File: config.mk
export PLATFORM = sky130hd
export DESIGN_NAME = infix_integer_expression_evaluator_top
export DESIGN_NICKNAME = d
export VERILOG_FILES = /design/src/hw/rtl/iiee_pkg.sv /design/src/hw/rtl/iiee_fifo.sv /design/src/hw/rtl/iiee_front.sv /design/src/hw/rtl/iiee_div.sv /design/src/hw/rtl/iiee_back.sv /design/src/hw/rtl/infix_integer_expression_evaluator_top.sv
export SDC_FILE = /design/constraint.sdc
export NUM_CORES = 2
export LEC_CHECK = 0
export ABC_CLOCK_PERIOD_IN_PS = 11800
export BUFFER_PORTS_ARGS = -buffer_cell sky130_fd_sc_hd__buf_2
export CAP_MARGIN = 20
export CORE_MARGIN = 3
export CORE_UTILIZATION = 30
export CTS_CLUSTER_SIZE = 16
export DETAILED_ROUTE_END_ITERATION = 10
export GPL_TIMING_DRIVEN = 0
export SYNTH_ARGS = -nofsm -noshare
export SYNTH_HDL_FRONTEND = slang
export SYNTH_SLANG_ARGS = --single-unit
export TNS_END_PERCENT = 20
File: constraint.sdc
create_clock -name i_clk -period 11.8 [get_ports i_clk]
set_input_delay 0 -clock i_clk [delete_from_list [all_inputs] [get_ports i_clk]]
set_output_delay 0 -clock i_clk [all_outputs]
set_load 0.02 [all_outputs]
File: src/hw/rtl/iiee_pkg.sv
// Types and constants of the infix expression evaluator
package iiee_pkg;

    localparam int unsigned DATA_W     = 32;
    localparam int unsigned FIFO_DEPTH = 4;

    // operator token codes on the bus
    localparam logic [DATA_W-1:0] TOK_ADD = 32'd1;
    localparam logic [DATA_W-1:0] TOK_DIV = 32'd4;

    // internal operator codes
    localparam logic [1:0] OP_ADD = 2'd0;
    localparam logic [1:0] OP_SUB = 2'd1;
    localparam logic [1:0] OP_MUL = 2'd2;
    localparam logic [1:0] OP_DIV = 2'd3;

    // result status codes
    localparam logic [1:0] STAT_OK    = 2'd0;
    localparam logic [1:0] STAT_DIV0  = 2'd1;
    localparam logic [1:0] STAT_BADOP = 2'd2;
    localparam logic [1:0] STAT_ENDOP = 2'd3;

    localparam logic [DATA_W-1:0] VAL_DIV0  = 32'h8000_0001;
    localparam logic [DATA_W-1:0] VAL_BADOP = 32'h8000_0002;

    // classified token as queued between front and back
    typedef struct packed {
        logic              is_op;
        logic              bad_op;
        logic [1:0]        op;
        logic [DATA_W-1:0] data;
        logic              last;
    } t_entry;

endpackage

File: src/hw/rtl/iiee_fifo.sv
// Short register queue of classified tokens
module iiee_fifo #(
    parameter int unsigned P_DEPTH = 4
) (
    input  logic            i_clk,
    input  logic            i_rst_n,
    input  logic            i_push,
    input  iiee_pkg::t_entry i_entry,
    output logic            o_full,
    input  logic            i_pop,
    output iiee_pkg::t_entry o_entry,
    output logic            o_empty
);
    import iiee_pkg::*;

    localparam int unsigned PTR_W = (P_DEPTH > 1) ? $clog2(P_DEPTH) : 1;
    localparam int unsigned CNT_W = $clog2(P_DEPTH + 1);
    localparam logic [PTR_W-1:0] PTR_LAST = PTR_W'(P_DEPTH - 1);
    localparam logic [CNT_W-1:0] CNT_FULL = CNT_W'(P_DEPTH);

    t_entry           r_mem [P_DEPTH];
    logic [PTR_W-1:0] r_wr_ptr, n_wr_ptr;
    logic [PTR_W-1:0] r_rd_ptr, n_rd_ptr;
    logic [CNT_W-1:0] r_count, n_count;

    assign o_full  = (r_count == CNT_FULL);
    assign o_empty = (r_count == '0);
    assign o_entry = r_mem[r_rd_ptr];

    always_comb begin
        n_wr_ptr = r_wr_ptr;
        n_rd_ptr = r_rd_ptr;
        n_count  = r_count;
        if (i_push) begin
            n_wr_ptr = (r_wr_ptr == PTR_LAST) ? '0 : r_wr_ptr + 1'b1;
        end
        if (i_pop) begin
            n_rd_ptr = (r_rd_ptr == PTR_LAST) ? '0 : r_rd_ptr + 1'b1;
        end
        if (i_push && !i_pop) begin
            n_count = r_count + 1'b1;
        end else if (i_pop && !i_push) begin
            n_count = r_count - 1'b1;
        end
    end

    always_ff @(posedge i_clk) begin
        if (!i_rst_n) begin
            r_wr_ptr <= '0;
            r_rd_ptr <= '0;
            r_count  <= '0;
        end else begin
            r_wr_ptr <= n_wr_ptr;
            r_rd_ptr <= n_rd_ptr;
            r_count  <= n_count;
        end
    end

    always_ff @(posedge i_clk) begin
        if (i_push) begin
            r_mem[r_wr_ptr] <= i_entry;
        end
    end

endmodule

File: src/hw/rtl/iiee_front.sv
// Token intake: operand/operator parity and operator decode
module iiee_front (
    input  logic                        i_clk,
    input  logic                        i_rst_n,
    input  logic                        i_valid,
    output logic                        o_ready,
    input  logic [iiee_pkg::DATA_W-1:0] i_token,
    input  logic                        i_last,
    input  logic                        i_full,
    output logic                        o_push,
    output iiee_pkg::t_entry            o_entry
);
    import iiee_pkg::*;

    logic       r_expect_op;
    logic       w_op_ok;
    logic [1:0] w_op_code;

    assign o_ready = !i_full;
    assign o_push  = i_valid && !i_full;

    always_comb begin
        w_op_ok   = (i_token inside {[TOK_ADD:TOK_DIV]});
        w_op_code = i_token[1:0] - 2'd1;
    end

    always_comb begin
        o_entry.is_op  = r_expect_op;
        o_entry.bad_op = r_expect_op && !w_op_ok;
        o_entry.op     = w_op_code;
        o_entry.data   = i_token;
        o_entry.last   = i_last;
    end

    // parity restarts after the last word of an expression
    always_ff @(posedge i_clk) begin
        if (!i_rst_n) begin
            r_expect_op <= 1'b0;
        end else if (o_push) begin
            r_expect_op <= i_last ? 1'b0 : !r_expect_op;
        end
    end

endmodule

File: src/hw/rtl/iiee_div.sv
// Iterative signed divider, one quotient bit per cycle, truncating
module iiee_div (
    input  logic                        i_clk,
    input  logic                        i_rst_n,
    input  logic                        i_start,
    input  logic [iiee_pkg::DATA_W-1:0] i_dividend,
    input  logic [iiee_pkg::DATA_W-1:0] i_divisor,
    output logic                        o_done,
    output logic [iiee_pkg::DATA_W-1:0] o_quotient
);
    import iiee_pkg::*;

    localparam int unsigned CNT_W = $clog2(DATA_W);
    localparam logic [CNT_W-1:0] CNT_LAST = CNT_W'(DATA_W - 1);

    logic              r_busy;
    logic              r_done;
    logic [CNT_W-1:0]  r_cnt;
    logic [DATA_W-1:0] r_quo;
    logic [DATA_W-1:0] r_rem;
    logic [DATA_W-1:0] r_div;
    logic              r_neg;
    logic [DATA_W:0]   w_shift;
    logic [DATA_W+1:0] w_diff;

    assign w_shift    = {r_rem, r_quo[DATA_W-1]};
    assign w_diff     = {1'b0, w_shift} - {2'b00, r_div};
    assign o_done     = r_done;
    assign o_quotient = r_neg ? (DATA_W'(0) - r_quo) : r_quo;

    always_ff @(posedge i_clk) begin
        if (!i_rst_n) begin
            r_busy <= 1'b0;
            r_done <= 1'b0;
            r_cnt  <= '0;
        end else begin
            r_done <= 1'b0;
            if (i_start) begin
                r_busy <= 1'b1;
                r_cnt  <= '0;
            end else if (r_busy) begin
                r_cnt <= r_cnt + 1'b1;
                if (r_cnt == CNT_LAST) begin
                    r_busy <= 1'b0;
                    r_done <= 1'b1;
                end
            end
        end
    end

    always_ff @(posedge i_clk) begin
        if (i_start) begin
            r_quo <= i_dividend[DATA_W-1] ? (DATA_W'(0) - i_dividend) : i_dividend;
            r_div <= i_divisor[DATA_W-1] ? (DATA_W'(0) - i_divisor) : i_divisor;
            r_rem <= '0;
            r_neg <= i_dividend[DATA_W-1] ^ i_divisor[DATA_W-1];
        end else if (r_busy) begin
            if (!w_diff[DATA_W+1]) begin
                r_rem <= w_diff[DATA_W-1:0];
                r_quo <= {r_quo[DATA_W-2:0], 1'b1};
            end else begin
                r_rem <= w_shift[DATA_W-1:0];
                r_quo <= {r_quo[DATA_W-2:0], 1'b0};
            end
        end
    end

endmodule

File: src/hw/rtl/iiee_back.sv
// Evaluation engine: sum/term state, error tracking, result register
module iiee_back (
    input  logic                        i_clk,
    input  logic                        i_rst_n,
    input  logic                        i_empty,
    input  iiee_pkg::t_entry            i_entry,
    output logic                        o_pop,
    output logic                        o_valid,
    input  logic                        i_ready,
    output logic [iiee_pkg::DATA_W-1:0] o_value,
    output logic [1:0]                  o_status
);
    import iiee_pkg::*;

    localparam logic [1:0] S_IDLE = 2'd0;
    localparam logic [1:0] S_DIV  = 2'd1;
    localparam logic [1:0] S_EMIT = 2'd2;

    logic [1:0]        r_state, n_state;
    logic [DATA_W-1:0] r_sum, n_sum;
    logic [DATA_W-1:0] r_term, n_term;
    logic              r_neg, n_neg;
    logic [1:0]        r_pend, n_pend;
    logic [1:0]        r_err, n_err;
    logic              r_was_op, n_was_op;
    logic              r_fin, n_fin;
    logic              r_out_valid, n_out_valid;
    logic [DATA_W-1:0] r_out_value, n_out_value;
    logic [1:0]        r_out_status, n_out_status;

    logic              w_div_start;
    logic              w_div_done;
    logic [DATA_W-1:0] w_quotient;
    logic [DATA_W-1:0] w_fold;
    logic [DATA_W-1:0] w_prod;
    logic [1:0]        w_stat;

    iiee_div u_div (
        .i_clk      (i_clk),
        .i_rst_n    (i_rst_n),
        .i_start    (w_div_start),
        .i_dividend (r_term),
        .i_divisor  (i_entry.data),
        .o_done     (w_div_done),
        .o_quotient (w_quotient)
    );

    assign o_pop    = (r_state == S_IDLE) && !i_empty;
    assign o_valid  = r_out_valid;
    assign o_value  = r_out_value;
    assign o_status = r_out_status;

    assign w_fold = r_neg ? (r_sum - r_term) : (r_sum + r_term);
    assign w_prod = r_term * i_entry.data;
    assign w_stat = (r_err == STAT_OK && r_was_op) ? STAT_ENDOP : r_err;

    always_comb begin
        n_state      = r_state;
        n_sum        = r_sum;
        n_term       = r_term;
        n_neg        = r_neg;
        n_pend       = r_pend;
        n_err        = r_err;
        n_was_op     = r_was_op;
        n_fin        = r_fin;
        n_out_valid  = r_out_valid;
        n_out_value  = r_out_value;
        n_out_status = r_out_status;
        w_div_start  = 1'b0;

        if (r_out_valid && i_ready) begin
            n_out_valid = 1'b0;
        end

        case (r_state)
            S_IDLE: begin
                if (o_pop) begin
                    n_was_op = i_entry.is_op;
                    n_fin    = i_entry.last;
                    n_state  = i_entry.last ? S_EMIT : S_IDLE;
                    if (r_err == STAT_OK) begin
                        if (i_entry.is_op) begin
                            if (i_entry.bad_op) begin
                                n_err = STAT_BADOP;
                            end else begin
                                if (i_entry.op == OP_ADD || i_entry.op == OP_SUB) begin
                                    n_sum  = w_fold;
                                    n_term = '0;
                                    n_neg  = (i_entry.op == OP_SUB);
                                end
                                n_pend = i_entry.op;
                            end
                        end else begin
                            case (r_pend)
                                OP_MUL: begin
                                    n_term = w_prod;
                                end
                                OP_DIV: begin
                                    if (i_entry.data == '0) begin
                                        n_err = STAT_DIV0;
                                    end else begin
                                        w_div_start = 1'b1;
                                        n_state     = S_DIV;
                                    end
                                end
                                default: begin
                                    n_term = i_entry.data;
                                end
                            endcase
                        end
                    end
                end
            end
            S_DIV: begin
                if (w_div_done) begin
                    n_term  = w_quotient;
                    n_state = r_fin ? S_EMIT : S_IDLE;
                end
            end
            S_EMIT: begin
                if (!r_out_valid || i_ready) begin
                    n_out_valid  = 1'b1;
                    n_out_status = w_stat;
                    case (w_stat)
                        STAT_DIV0:  n_out_value = VAL_DIV0;
                        STAT_BADOP: n_out_value = VAL_BADOP;
                        STAT_ENDOP: n_out_value = '0;
                        default:    n_out_value = w_fold;
                    endcase
                    n_sum    = '0;
                    n_term   = '0;
                    n_neg    = 1'b0;
                    n_pend   = OP_ADD;
                    n_err    = STAT_OK;
                    n_was_op = 1'b0;
                    n_fin    = 1'b0;
                    n_state  = S_IDLE;
                end
            end
            default: begin
                n_state = S_IDLE;
            end
        endcase
    end

    always_ff @(posedge i_clk) begin
        if (!i_rst_n) begin
            r_state     <= S_IDLE;
            r_sum       <= '0;
            r_term      <= '0;
            r_neg       <= 1'b0;
            r_pend      <= OP_ADD;
            r_err       <= STAT_OK;
            r_was_op    <= 1'b0;
            r_fin       <= 1'b0;
            r_out_valid <= 1'b0;
        end else begin
            r_state     <= n_state;
            r_sum       <= n_sum;
            r_term      <= n_term;
            r_neg       <= n_neg;
            r_pend      <= n_pend;
            r_err       <= n_err;
            r_was_op    <= n_was_op;
            r_fin       <= n_fin;
            r_out_valid <= n_out_valid;
        end
    end

    always_ff @(posedge i_clk) begin
        r_out_value  <= n_out_value;
        r_out_status <= n_out_status;
    end

endmodule

File: src/hw/rtl/infix_integer_expression_evaluator_top.sv
// Top level of the streaming infix integer expression evaluator
//
//  channel   dir  tdata                    tuser        tlast
//  s_axis    in   [31:0] token (signed)    -            last token
//  m_axis    out  [31:0] value (signed)    [1:0] status -
//
// Back end takes one operand or operator word per cycle in its idle state;
// an operand after a divide runs through the bit-serial divider (load,
// 32 steps, write), and a last word loads the result register.
// Reset is synchronous, active low; no clearing pass.
// Input stalls only when the P_FIFO_DEPTH-word token queue is full; the
// result register lets the queue keep filling while m_axis is stalled.
module infix_integer_expression_evaluator_top #(
    parameter int unsigned P_FIFO_DEPTH = iiee_pkg::FIFO_DEPTH
) (
    input  logic                        i_clk,
    input  logic                        i_rst_n,
    input  logic                        s_axis_tvalid,
    output logic                        s_axis_tready,
    input  logic [iiee_pkg::DATA_W-1:0] s_axis_tdata,  // [31:0] token
    input  logic                        s_axis_tlast,
    output logic                        m_axis_tvalid,
    input  logic                        m_axis_tready,
    output logic [iiee_pkg::DATA_W-1:0] m_axis_tdata,  // [31:0] value
    output logic [1:0]                  m_axis_tuser   // [1:0] status
);
    import iiee_pkg::*;

    t_entry w_push_entry;
    t_entry w_pop_entry;
    logic   w_push;
    logic   w_pop;
    logic   w_full;
    logic   w_empty;

    iiee_front u_front (
        .i_clk   (i_clk),
        .i_rst_n (i_rst_n),
        .i_valid (s_axis_tvalid),
        .o_ready (s_axis_tready),
        .i_token (s_axis_tdata),
        .i_last  (s_axis_tlast),
        .i_full  (w_full),
        .o_push  (w_push),
        .o_entry (w_push_entry)
    );

    iiee_fifo #(
        .P_DEPTH (P_FIFO_DEPTH)
    ) u_fifo (
        .i_clk   (i_clk),
        .i_rst_n (i_rst_n),
        .i_push  (w_push),
        .i_entry (w_push_entry),
        .o_full  (w_full),
        .i_pop   (w_pop),
        .o_entry (w_pop_entry),
        .o_empty (w_empty)
    );

    iiee_back u_back (
        .i_clk    (i_clk),
        .i_rst_n  (i_rst_n),
        .i_empty  (w_empty),
        .i_entry  (w_pop_entry),
        .o_pop    (w_pop),
        .o_valid  (m_axis_tvalid),
        .i_ready  (m_axis_tready),
        .o_value  (m_axis_tdata),
        .o_status (m_axis_tuser)
    );

endmodule

[After elaboration in Yosys (flattened, before gate mapping)]
Memory sizes are Yosys's and may differ from the RTL's. A register that Yosys moved wholly into a read port is not among the register bits.
Cells that the tools add are included.
Cells by class
  mux-type cells: 80
  bitwise operators: 3
  $lt $le $gt $ge: 2
  eq/ne operators: 25
  $add $sub $neg: 12
  reduce and logical (&&, ||, !) cells: 35
  multipliers: 1
Operators by type and width (number)
  $mux W32: 18
  $pmux W32 S3: 2
  $pmux W32 S2: 2
  $sub A1 B32 Y32 const A: 3
  $mux W2: 24
  $sub A33 B32 Y34: 1
  $add A32 B32 Y32: 1
  $ge A32 B1 Y1 const B: 1
  $le A32 B3 Y1 const B: 1
  $logic_not A32 Y1: 1
  $mul A32 B32 Y32: 1
  $sub A32 B32 Y32: 1
  $mux W31: 1
  $mux W1: 25
  $eq A2 B2 Y1 const B: 7
  $reduce_and A7 Y1: 2
  $ne A2 B2 Y1 const B: 5
  $ne A3 B2 Y1 const B: 3
  $ne A3 B3 Y1 const B: 3
  $logic_and A1 B1 Y1: 8
  $pmux W2 S2: 2
  $reduce_and A8 Y1: 1
  $logic_not A1 Y1: 7
  $eq A2 B1 Y1 const B: 3
  23 further kinds: 35
Word-level totals
  memories: 1
  flip-flop bits (word level): 220
  memory bits (writable): 148
  output and inout port bits: 36
  logic and storage cells: 182
Memories
  u_fifo.r_mem: words 4, bits a word 37, read ports 1, clocked after memory_dff 1, write ports 1, line iiee_fifo.sv:21  | t_entry r_mem [P_DEPTH];

[Depth between registers and ports, before layout]
  depth after elaboration: 8
  depth in mapped cells: 34

[By module]
Synthesis repeated with hierarchy kept, for this count alone.
Unflattened totals
  cell total of the unflattened synthesis: 3835
  area total of the unflattened synthesis: 37009.2 µm²
By module, submodules not included
  iiee_back: instances 1, cells an instance 2648, area an instance 22994.6 µm²
  iiee_div: instances 1, cells an instance 890, area an instance 7697.4 µm²
  iiee_fifo: instances 1, cells an instance 237, area an instance 5853.1 µm²
  iiee_front: instances 1, cells an instance 60, area an instance 464.2 µm²

[Worst setup path after synthesis]
OpenSTA, ideal clock, no wires.
  path type: register -> register
  from: reg with a tool-made name
  to: reg u_back.r_term[22]
  library setup time: 132 ps
  cell stages (with the launch flop): 33
  arrival: 8344 ps
  clock period less this slack: 8477 ps
  path slack: 3323 ps
  path through: dfxtp_1 -> buf_6 -> buf_12 -> buf_6 -> buf_2 -> mux4_2 -> clkbuf_1 -> clkbuf_1 -> and2_1 -> fa_1 -> inv_1 -> fa_1 -> fa_1 -> fa_1 -> inv_1 -> fa_1 -> inv_1 -> fa_1 -> inv_1 -> fa_1 -> inv_1 -> fa_1 -> inv_1 -> ha_1 -> a21o_1 -> a21o_1 -> a221o_1 -> a21oi_1 -> a21boi_0 -> xor2_1 -> o21ai_0 -> a22oi_1 -> a21oi_1
RTL lines
  end signal, assigned: line iiee_back.sv:160  | r_term <= n_term;
  end, declared: line iiee_back.sv:21  | logic [DATA_W-1:0] r_term, n_term;

==> metrics.txt <==
DP HPWL=95,400 um; postcts setup bufs=0; share of synthesized registers carrying an async set or reset=0%; CP delay by family, top=adder cells; Most used DFF post-synth=edfxtp_1; post-synthesis average cell area=9.65 um^2; post-synth design cell area=0.0365 mm^2; number of placed I/O pins=73; CTS resizes=0; Top Usage Layer GRT=met2; hold_buf cts=36; Worst path depth=30; GR Util met1=25.4%; DR iter-0 viols=2,570; Synth Area in Compound Gates=10.2%; Crit Path Category=register to register; share of post-route cells with drive strength above 1=6.37%; Routed Antenna Nets=0; Yosys reg bits=370; Peak Freq=93.8 MHz; starting density of the core=a little over 30%; most common cell after layout, fill and taps aside=inv_1; CP max stage cell=clkbuf_1; worst endpoint data arrival time=11.09 ns; Cells after Synth=3,785; port buffer count=72; Tot GR Track Use=19.0%; Req. time, crit path=~12 ns; post-synthesis mux area share=under 10%; Worst Tran Pin Value=1.22 ns; WL final=between 100,000 and 150,000 um; Die Height=355 um; die width=around 350 um; syn nets=4,441; min cycle time layout=10.66 ns; first-pass GRT wire length=182,000 um; maximum number of pins on one net before global-route repair=43; critical-path maximum fanout=10; area fraction in and, or, nand and nor cells after synthesis=15.9%; Hold WC Path Type=input port to register; Worst R2R Path Depth=30; met2 usage in global routing=30.6%; outcome=finished, final reports clean; Core Area=0.120 mm^2; DRC=0; M3 GR Usage=3.56%; Largest stage delay, worst path=0.70 ns; CP bufs+invs=9; Unique masters post-synth=88; RR Endpoint=u_back.r_term[27]$_SDFFE_PN0P_; Seq/Total Area, Yosys=27.1%; post-route cell area=slightly above 0.04 mm^2; hold_sp=s_axis_tdata[1]; DRT Pass-1 Iters=7; critical path startpoint category=register; CP most frequent cell=fa_1; synth warn=0; Placed Area=0.0390 mm^2; most frequent cells in the layout=inv_1 (505), fa_1 (411), nand2_1 (359); H-Tree Depth=2; largest family of logic cells by synthesized area=adder cells; clk_lat worst skew=0.58 ns; crit end category=register; fin crit share=about nine tenths; post-synthesis xor/xnor area fraction=about 6%; Synth Area in Adders=roughly 30%; Max Cap Viol=0; initial antenna violation count=6; Setup crit end=u_back.r_term[27]$_SDFFE_PN0P_; Final Max Tran Viols=0; DR vias/cell=around 5.1; clk_skew=0.0213 ns; DIE AREA=0.126 mm^2; GPL Wtd Cong=about 1; grt total ovfl=0; Fin. Hold Viols=0; number of global-route vias before repair=29,000; Post-synth EDFFs=247; Nets=4,598; Rows=127; RSZ-0062 raised after global routing=no; slew margin rel.=a little under a fifth; Num CTS Buffers=40; final setup fails=0; Reg clk slew, reported paths=around 0.07 ns; routed via count=28,400; setup ws final=1.14 ns; CTS tree=done; wire per inst=21.5 um; setup TNS=0 ns; CTS Sinks=370; area grow syn2layout=11.8%; Root Driver=clkbuf_16; Place WS=1.16 ns; Clock Path Buffers=3; register-to-register setup slack=1.14 ns
==> flip-flops by register name, summed over array words and instances, names as in the netlist, 2 cells and up, named ones only <==
| name | flops |
|---|---|
| u_fifo.r_mem | 148 |
| u_back.u_div.r_div | 32 |
| u_back.r_err | 2 |
| u_back.u_div.r_cnt | 5 |
| u_back.o_status | 2 |
| u_fifo.r_rd_ptr | 2 |
| u_fifo.r_wr_ptr | 2 |
| u_back.r_sum | 32 |
| u_back.r_state | 2 |
| u_back.r_pend | 2 |
| u_back.r_term | 32 |
| u_back.u_div.r_quo | 32 |
| u_back.u_div.r_rem | 32 |
| u_back.o_value | 32 |
| u_fifo.r_count | 3 |
==> layout make-up <==
| cell class | instances | area (um^2) |
|---|---|---|
| Tap cell | 1612 | 2020 |
| Clock buffer | 54 | 1150 |
| Sequential cell | 370 | 9880 |
| Antenna cell | 1 | 2.50 |
| Fill cell | 12300 | 79500 |
| Inverter | 507 | 1900 |
| Buffer | 211 | 852 |
| Timing Repair Buffer | 115 | 842 |
| Multi-Input combinational cell | 2697 | 23900 |
| Clock inverter | 20 | 299 |
==> stage by stage <==
stage          cells  utilization [%]  hold WS (ns)
4_1_cts         5584             33.9         0.168
3_3_place_gp    5469             32.3         0.232
6_report        5587             33.9         0.197
3_5_place_dp    5474             32.4         0.238
5_1_grt         5586             33.9         0.213
2_1_floorplan   3785                -        0.0989
==> cells in the mapped netlist, types with 8 or more instances <==
cell type  number  area, um^2
edfxtp_1      247        7420
nor3_1         47         235
nor2_1        224         841
o21a_1         14         105
nand2b_1       33         206
a21oi_1       162         811
o21ai_0       161         806
nor4_1         12        75.1
xor2_1         85         744
xnor2_1       163        1430
nor2b_1        88         551
buf_1          11        41.3
o211ai_1        8        60.1
o31ai_1        22         165
or3_1          17         106
fa_1          411        8230
dfxtp_1       123        2460
inv_1         505        1900
nand4_1        12        75.1
a22oi_1        17         128
a211oi_1       27         203
clkbuf_1      184         691
nand2_1       359        1350
nand3_1        24         120
ha_1          208        2600
a31oi_1        22         138
mux2_2         15         169
mux4_2         32         721
a221oi_1        8        70.1
or2_2          11        68.8
a21boi_0       10        75.1
o221ai_1       12         105
buf_2          11        55.1
mux2i_1        37         370
a21o_1         41         308
and2_1        269        1680
o211a_1        11         110
or4_1          12        90.1
and3_1         14        87.6
==> how the worst min path moves through the flow <==
stage | depth (start not counted) | to
final | 2 | u_fifo.r_mem[0][2]$_DFFE_PP_
after global routing | 2 | u_fifo.r_mem[2][19]$_DFFE_PP_
after CTS | 2 | u_fifo.r_mem[0][2]$_DFFE_PP_
after detailed placement | 1 | u_fifo.r_mem[0][25]$_DFFE_PP_
after global placement | 1 | u_fifo.r_mem[0][30]$_DFFE_PP_
after floorplan | 0 | u_fifo.r_mem[0][0]$_DFFE_PP_
==> cells by family after synthesis <==
family / count (synthesis)
fa+ha+maj: 619
simple gates: 1156
mux: 86
xor+xnor: 251
compound gates: 585
buf+inv: 718
flops: 370
==> metal layers <==
metal	share of wire, %	wire [um]
met3	8.3	9930
met1	42	50200
met4	4.1	4870
met5	0	0
met2	46	55000
Power is left out: the tool's default activity adds up to more than one toggle a clock period on the data nets, which glitch-free logic cannot reach.
